**src/design/fcw_pkg.sv**
```systemverilog
// ----------------------------------------------------------------------------
// fcw_pkg
// Shared types and constants of the FAT12 cluster chain walker.
// ----------------------------------------------------------------------------
`timescale 1ns / 1ps
`default_nettype none

package fcw_pkg;

  // FAT store geometry
  localparam int TABLE_BYTES = 8192;
  localparam int ADDR_W      = $clog2(TABLE_BYTES);
  localparam int BANK_DEPTH  = TABLE_BYTES / 2;
  localparam int BANK_AW     = ADDR_W - 1;
  // wide enough for any byte index of a 12-bit cluster and for the store size
  localparam int IDX_W       = 17;

  // field widths
  localparam int CLUSTER_W = 12;
  localparam int LBA_W     = 32;
  localparam int CFG_IDX_W = 3;
  localparam int CFG_W     = 16;
  localparam int DIVD_W    = 21;
  localparam int DIVS_W    = 13;

  // opcodes
  localparam logic [1:0] OP_WRITE = 2'd0;
  localparam logic [1:0] OP_START = 2'd1;
  localparam logic [1:0] OP_STEP  = 2'd2;

  // status codes
  localparam logic [1:0] ST_OK       = 2'd0;
  localparam logic [1:0] ST_NO_CHAIN = 2'd1;
  localparam logic [1:0] ST_BAD      = 2'd2;

  // register indexes
  localparam logic [CFG_IDX_W-1:0] REG_BYTES_PER_SECTOR    = 3'd0;
  localparam logic [CFG_IDX_W-1:0] REG_SECTORS_PER_CLUSTER = 3'd1;
  localparam logic [CFG_IDX_W-1:0] REG_RESERVED_SECTORS    = 3'd2;
  localparam logic [CFG_IDX_W-1:0] REG_SECTORS_PER_FAT     = 3'd3;
  localparam logic [CFG_IDX_W-1:0] REG_FAT_COPIES          = 3'd4;
  localparam logic [CFG_IDX_W-1:0] REG_ROOT_ENTRIES        = 3'd5;

  // FAT12 constants
  localparam logic [CLUSTER_W-1:0] END_MARK           = 12'hFF8;
  localparam logic [CLUSTER_W-1:0] FIRST_DATA_CLUSTER = 12'd2;

  typedef enum logic [1:0] {
    S_IDLE,
    S_DIV,
    S_STEP
  } state_t;

endpackage

`default_nettype wire

```
**src/design/fcw_div.sv**
```systemverilog
// ----------------------------------------------------------------------------
// fcw_div
// Restoring divider, one quotient bit a cycle; returns the quotient rounded
// up, or zero for a zero divisor.
// ----------------------------------------------------------------------------
`timescale 1ns / 1ps
`default_nettype none

module fcw_div import fcw_pkg::*; (
  input  wire logic              clk,
  input  wire logic              rst,
  input  wire logic              start,
  input  wire logic [DIVD_W-1:0] dividend,
  input  wire logic [DIVS_W-1:0] divisor,
  output logic                   done,
  output logic      [DIVD_W-1:0] result
);

  localparam int CNT_W = $clog2(DIVD_W + 1);

  logic              running;
  logic [CNT_W-1:0]  count;
  logic [DIVD_W-1:0] quo;
  logic [DIVS_W:0]   rem;
  logic [DIVS_W-1:0] dvs;
  logic              dvs_zero;
  logic [DIVS_W:0]   rem_sh;
  logic              ge;

  // shift in the next dividend bit and try the subtract
  assign rem_sh = {rem[DIVS_W-1:0], quo[DIVD_W-1]};
  assign ge     = rem_sh >= {1'b0, dvs};

  // control
  always_ff @(posedge clk) begin
    if (rst) begin
      running <= 1'b0;
      done    <= 1'b0;
      count   <= '0;
    end else begin
      done <= 1'b0;
      if (start) begin
        running <= 1'b1;
        count   <= CNT_W'(DIVD_W);
      end else if (running) begin
        if (count == '0) begin
          running <= 1'b0;
          done    <= 1'b1;
        end else begin
          count <= count - CNT_W'(1);
        end
      end
    end
  end

  // datapath
  always_ff @(posedge clk) begin
    if (start) begin
      quo      <= dividend;
      rem      <= '0;
      dvs      <= divisor;
      dvs_zero <= (divisor == '0);
    end else if (running) begin
      if (count == '0) begin
        result <= dvs_zero ? '0 : (quo + DIVD_W'(rem != '0));
      end else begin
        quo <= {quo[DIVD_W-2:0], ge};
        rem <= ge ? (rem_sh - {1'b0, dvs}) : rem_sh;
      end
    end
  end

endmodule

`default_nettype wire
```
**config.mk**
```make
export PLATFORM = sky130hd
export DESIGN_NAME = fcw_div
export DESIGN_NICKNAME = d
export VERILOG_FILES = /design/src/design/fcw_pkg.sv /design/src/design/fcw_div.sv
export SDC_FILE = /design/constraint.sdc
export NUM_CORES = 1
export LEC_CHECK = 0
export BUFFER_PORTS_ARGS = -buffer_cell sky130_fd_sc_hd__clkbuf_2
export CORE_MARGIN = 2
export CORE_UTILIZATION = 40
export DETAILED_ROUTE_END_ITERATION = 8
export GPL_TIMING_DRIVEN = 0
export HOLD_SLACK_MARGIN = 0.08
export PLACE_DENSITY = 0.69
export SLEW_MARGIN = 25
export SYNTH_ARGS = -nofsm -noshare
export SYNTH_HDL_FRONTEND = slang
export SYNTH_SLANG_ARGS = --single-unit
```
**constraint.sdc**
```tcl
create_clock -name clk -period 3.2 [get_ports clk]
set_clock_uncertainty 0.15 [all_clocks]
set_input_delay 0.16 -clock clk [delete_from_list [all_inputs] [get_ports clk]]
set_output_delay 0.16 -clock clk [all_outputs]
set_load 0.02 [all_outputs]
```
Word-level counts from Yosys, hierarchy flattened

Index checks and enable logic that the tools add are counted.
Widths: inputs -> output; s select.

Bitwise logic cells: 3
Multiplexer cells: 11
Equality and inequality tests: 1
Add/sub/neg operators: 3
Reductions and logical operators: 9
Magnitude comparators: 1

Operators by type and width:

| operator            | count |
|---|---|
| $mux 21             | 3 |
| $add 21x1->21       | 1 |
| $mux 5              | 3 |
| $ge 14x13->1        | 1 |
| $mux 14             | 1 |
| $reduce_bool 14->1  | 1 |
| $sub 14x13->14      | 1 |
| $logic_not 13->1    | 1 |
| $logic_not 5->1     | 1 |
| $sub 5x1->5 const B | 1 |
| $mux 1              | 4 |
| $reduce_and 2->1    | 2 |
| $not 1->1           | 3 |
| $reduce_and 3->1    | 1 |
| $reduce_or 3->1     | 1 |
| $ne 2x2->1 const B  | 1 |
| $reduce_bool 2->1   | 1 |
| $reduce_or 2->1     | 1 |

Flip-flop bits (word level): 77
Word-level logic and storage cells: 37
Output and inout port bits: 22

Longest topological paths before layout

Word-level depth: 4
Depth in mapped cells: 11
Gate-level depth less buffers: 10

Least setup slack after synthesis

OpenSTA, ideal clock, no wires.

Kind: register -> register
Start: register quo[20]
End: register quo[0], data pin
Cell stages (with the launch flop): 11
Path slack: 0.545 ns
Period minus slack after synthesis: 2.655 ns
Setup time: 0.260 ns
Buffers on the path: 1
Arrival: 2.245 ns
Data required time: 2.790 ns
Cells stage by stage: edfxtp_1 > inv_1 > ha_1 > inv_1 > fa_1 > a21oi_2 > o2111ai_2 > a21o_1 > a31o_1 > buf_4 > mux2_2

Word-level cells in the longest chain between the ends: 4

Ends and longest elaborated chain:

| item                   | RTL line      | text |
|---|---|---|
| from (decl)            | fcw_div.sv:23 | `logic [DIVD_W-1:0] quo;` |
| from (signal assigned) | fcw_div.sv:59 | `quo <= dividend;` |
| from (signal assigned) | fcw_div.sv:67 | `quo <= {quo[DIVD_W-2:0], ge};` |
| $ge 14x13->1           | fcw_div.sv:32 | `assign ge = rem_sh >= {1'b0, dvs};` |
| $mux 21                | fcw_div.sv:64 | `if (count == '0) begin` |
| $mux 21                | fcw_div.sv:63 | `end else if (running) begin` |
| $mux 21                | fcw_div.sv:58 | `if (start) begin` |

No other way between the ends. The select of a mux whose other input is x is not followed.
A chain may end at the register's enable or synchronous reset.

Final worst setup path

Ends and elaborated chain as after synthesis.

==> results.py <==
metrics = {
    "synth": {
        "synth_adder_area_share_pct": 5.43,
        "ys_async_sr_fraction_pct": 0,
        "synth_top_family_by_area": "simple AND/OR/NAND/NOR gates",
        "synth.distinct_cells": 58,
        "synth_edf_count": 56,
        "synth-seq-cells": 77,
        "yosysSeqAreaShare_pct": 51.9,
        "synth_warnings": 0,
        "synth_compound_area_share_pct": 12.0,
        "synth-simple-area-share_pct": 15.1,
        "synth_xor_area_share_pct": 6.48,
        "syn_nets": 419,
        "syn_area_mm2": 0.00405,
        "netlist_instances": 365,
        "synth_ff_type": "edfxtp_1",
        "synth_area_per_cell_um2": 11.1,
        "synthMuxAreaShare_pct": 5.84,
    },
    "timing": {
        "slew_headroom_pct": 45.2,
        "period_minus_slack_ns": 2.94,
        "rsz0062_at_grt": "no",
        "setup-violations-final": 0,
        "maxSlewViolCount": 0,
        "fmax_mhz": 340,
        "tightest_slew_ns": 0.822,
        "hold_ws_ns": 0.192,
        "finalSetupTns_ns": 0,
        "hold_viol": 0,
        "fin_crit_sh_pct": 92.0,
    },
    "die": {
        "rows": 36,
        "die_w_um": 105,
        "io_pins": 59,
        "dieArea_mm2": 0.0110,
        "die_h_um": 105,
        "core_mm2": 0.00982,
        "start_util_pct": 41.3,
    },
    "setup_path": {
        "cp_max_fo": 10,
        "setup.worst_path.start_class": "flop",
        "end_kind": "flop",
        "timing.critical_path.buf_inv": 3,
        "r2r-end": "quo[0]",
        "r2r_slack_ns": 0.26,
        "critPathTopFamily": "compound AO/OA/AOI/OAI gates",
        "r2r_start": "quo[20]",
        "crit_chain": "inv_1 -> ha_1 -> inv_1 -> fa_1 -> a21oi_2 -> o2111ai_2 -> a21o_1 -> a31o_1 -> buf_4 -> mux2_2",
        "required_ns": 3.16,
        "worstRegToRegCells": 10,
        "path_class": "flop to flop",
        "slowest_delay_ns": 0.43,
        "slowest_stage": "edfxtp_1",
        "worst_ep_arrival_time_ns": 2.91,
        "path_common_cell": "inv_1",
    },
    "route": {
        "drt_wl_total_um": 8710,
        "detail_route.wl_per_cell_um": 14.3,
        "detail-route-antenna-nets": 0,
        "vias": 3110,
        "first_iter_violations": 155,
        "drc": 0,
        "drtPass1Iterations": 4,
        "vias_per_cell": 5.12,
    },
    "global_routing": {
        "grt-ovfl-total": 0,
        "busiest_layer": "met2",
        "grt_util_met1_pct": 20.6,
        "grt_util_met3_pct": 3.56,
        "track_usage_pct": 16.6,
        "met2_usage_pct": 28.7,
        "grt_max_degree": 22,
        "antenna_found_initial": 0,
        "grt_pass1_wl_um": 14600,
        "first_global_vias": 3090,
    },
    "pwr": {
        "ir_drop_mv": 0.221,
        "total_power_w": 0.00231,
        "p_leak_nw": 1.99,
        "power_density_mw_per_mm2": 456,
    },
    "layout": {
        "antennaDiodeCount": 0,
        "n_fill_cell": 873,
        "drive_above_1_share_pct": 23.8,
        "final_core_util_pct": 51.6,
        "multi_input_area_mm2": 0.00182,
        "layout.nets": 524,
        "area_delta_synth_final_pct": 25.0,
        "ff_latch_area_mm2": 0.00210,
    },
    "run": {
        "cap_viol_max_count": 0,
    },
    "clock_network": {
        "root_buffer": "clkbuf_8",
        "clock_path_buffers": 2,
        "tritoncts": "done",
        "cts_setup_buffers": 0,
        "cts_buffers": 9,
        "clk_latency_ns": 0.35,
        "clock_sinks": 77,
        "path_clk_slew_ns": 0.09,
        "cts_resized": 0,
        "htree_levels": 3,
    },
    "hold_path": {
        "holdPathEnd": "dvs_zero",
        "min_from": "start",
        "min_path_type": "primary input to flop",
        "min_delay_path_depth": 1,
    },
    "place": {
        "place_congestion": 0.890,
        "place_hpwl_um": 6350,
        "port_buffers": 58,
    },
    "outcome": {
        "run_status": "complete, no violations",
    },
}
==> timing repair <==
| action | CTS | global route |
|---|---|---|
| setup endpoints to repair | 0 | 0 |
| hold endpoints to repair | 42 | 0 |
| hold buffers | 35 | 0 |
==> synthesized netlist by cell type (all sizes together), types with 2 or more instances <==
cell type / instances / area share [%]
nand4: 5 / 1.3
nor4: 7 / 1.5
and4: 2 / 0.49
o21a: 3 / 0.56
edfxtp: 56 / 41
mux2: 21 / 5.8
xor2: 18 / 3.9
xnor2: 12 / 2.6
buf: 3 / 0.59
and2: 2 / 0.34
clkbuf: 7 / 0.65
nor3: 4 / 0.49
or2: 2 / 0.31
a21oi: 14 / 1.8
o311ai: 3 / 0.65
o21ai: 17 / 2.1
inv: 21 / 1.9
and3: 5 / 0.77
a21o: 4 / 0.74
nor2: 37 / 3.6
nand3: 17 / 2.1
a31oi: 8 / 1.6
o31ai: 3 / 0.56
a32oi: 3 / 0.65
nand2b: 2 / 0.31
o211ai: 2 / 0.37
ha: 16 / 4.9
nor2b: 3 / 0.46
nand2: 31 / 2.9
dfxtp: 21 / 10
==> per-layer routing <==
| metal | up-vias | routed length [µm] |
|---|---|---|
| li1 | 1547 | - |
| met1 | 1457 | 3820 |
| met2 | 89 | 4310 |
| met3 | 17 | 432 |
| met4 | 0 | 153 |
| met5 | - | 0 |
==> sequential cells by signal, indices dropped and copies added, names as in the netlist <==
name      cells
done          1
dvs          13
quo          21
dvs_zero      1
result       21
count         5
running       1
rem          14
==> worst max path at each step <==
stage | startpoint | depth (start not counted) | to
after floorplan | quo[20] | 10 | quo[0]
after global placement | start | 4 | result[12]
after detailed placement | quo[20] | 10 | quo[0]
after CTS | quo[20] | 10 | quo[0]
after global routing | quo[20] | 10 | quo[0]
final | quo[20] | 10 | quo[0]
==> per-stage QoR <==
stage	worst slack (ns)	cell area [µm²]	cells
after floorplan	0.545	4050	365
after global placement	0.135	4510	556
after detailed placement	0.265	4530	557
after CTS	0.244	5060	608
after global routing	0.0908	5060	608
final	0.255	5060	608
==> cells in the final DEF, fill, tap and decap left out, types with 2 or more instances in the layout <==
| cell type | netlist | layout |
|---|---|---|
| inv_6 | 0 | 2 |
| or2_2 | 2 | 2 |
| inv_8 | 0 | 2 |
| clkbuf_1 | 7 | 7 |
| and3_1 | 5 | 5 |
| xnor2_1 | 12 | 12 |
| nand3_1 | 17 | 17 |
| o21ai_0 | 13 | 13 |
| clkbuf_8 | 0 | 9 |
| nand4_1 | 3 | 3 |
| dfxtp_1 | 21 | 21 |
| a21o_1 | 4 | 4 |
| dlygate4sd3_1 | 0 | 35 |
| o211ai_1 | 2 | 2 |
| o21ai_1 | 4 | 4 |
| edfxtp_1 | 56 | 56 |
| o21a_1 | 3 | 3 |
| nand2b_1 | 2 | 2 |
| clkbuf_2 | 0 | 58 |
| a21oi_1 | 13 | 13 |
| o311ai_1 | 3 | 3 |
| a32oi_1 | 3 | 3 |
| nor2b_1 | 3 | 3 |
| a31oi_1 | 7 | 7 |
| nand2_1 | 30 | 30 |
| inv_1 | 21 | 21 |
| nor4_1 | 6 | 6 |
| mux2_2 | 21 | 21 |
| o31ai_1 | 3 | 3 |
| ha_1 | 16 | 16 |
| clkinvlp_4 | 0 | 2 |
| xor2_1 | 18 | 18 |
| nor2_1 | 36 | 35 |
| nor3_1 | 4 | 4 |
==> cells by family after synthesis <==
group | after synthesis
fa+ha+maj | 17
simple gates | 120
flops | 77
compound gates | 68
buf+inv | 32
mux | 21
xor+xnor | 30
==> cell type report <==
class,count,share of cell area [%]
repair buffers,94,12.9
clock buffers,9,2.45
flip-flops and latches,77,41.5
plain buffers,10,0.988
well taps,133,3.29
clock inverters,7,1.26
multi-input cells,256,35.9
inverters,22,1.63
==> report_power, final <==
group | internal (W) | switching [W]
Sequential | 0.00115 | 0.0000589
Clock | 0.000299 | 0.000407
Combinational | 0.000182 | 0.000213
Note: power is estimated with default switching activity, not from simulation.
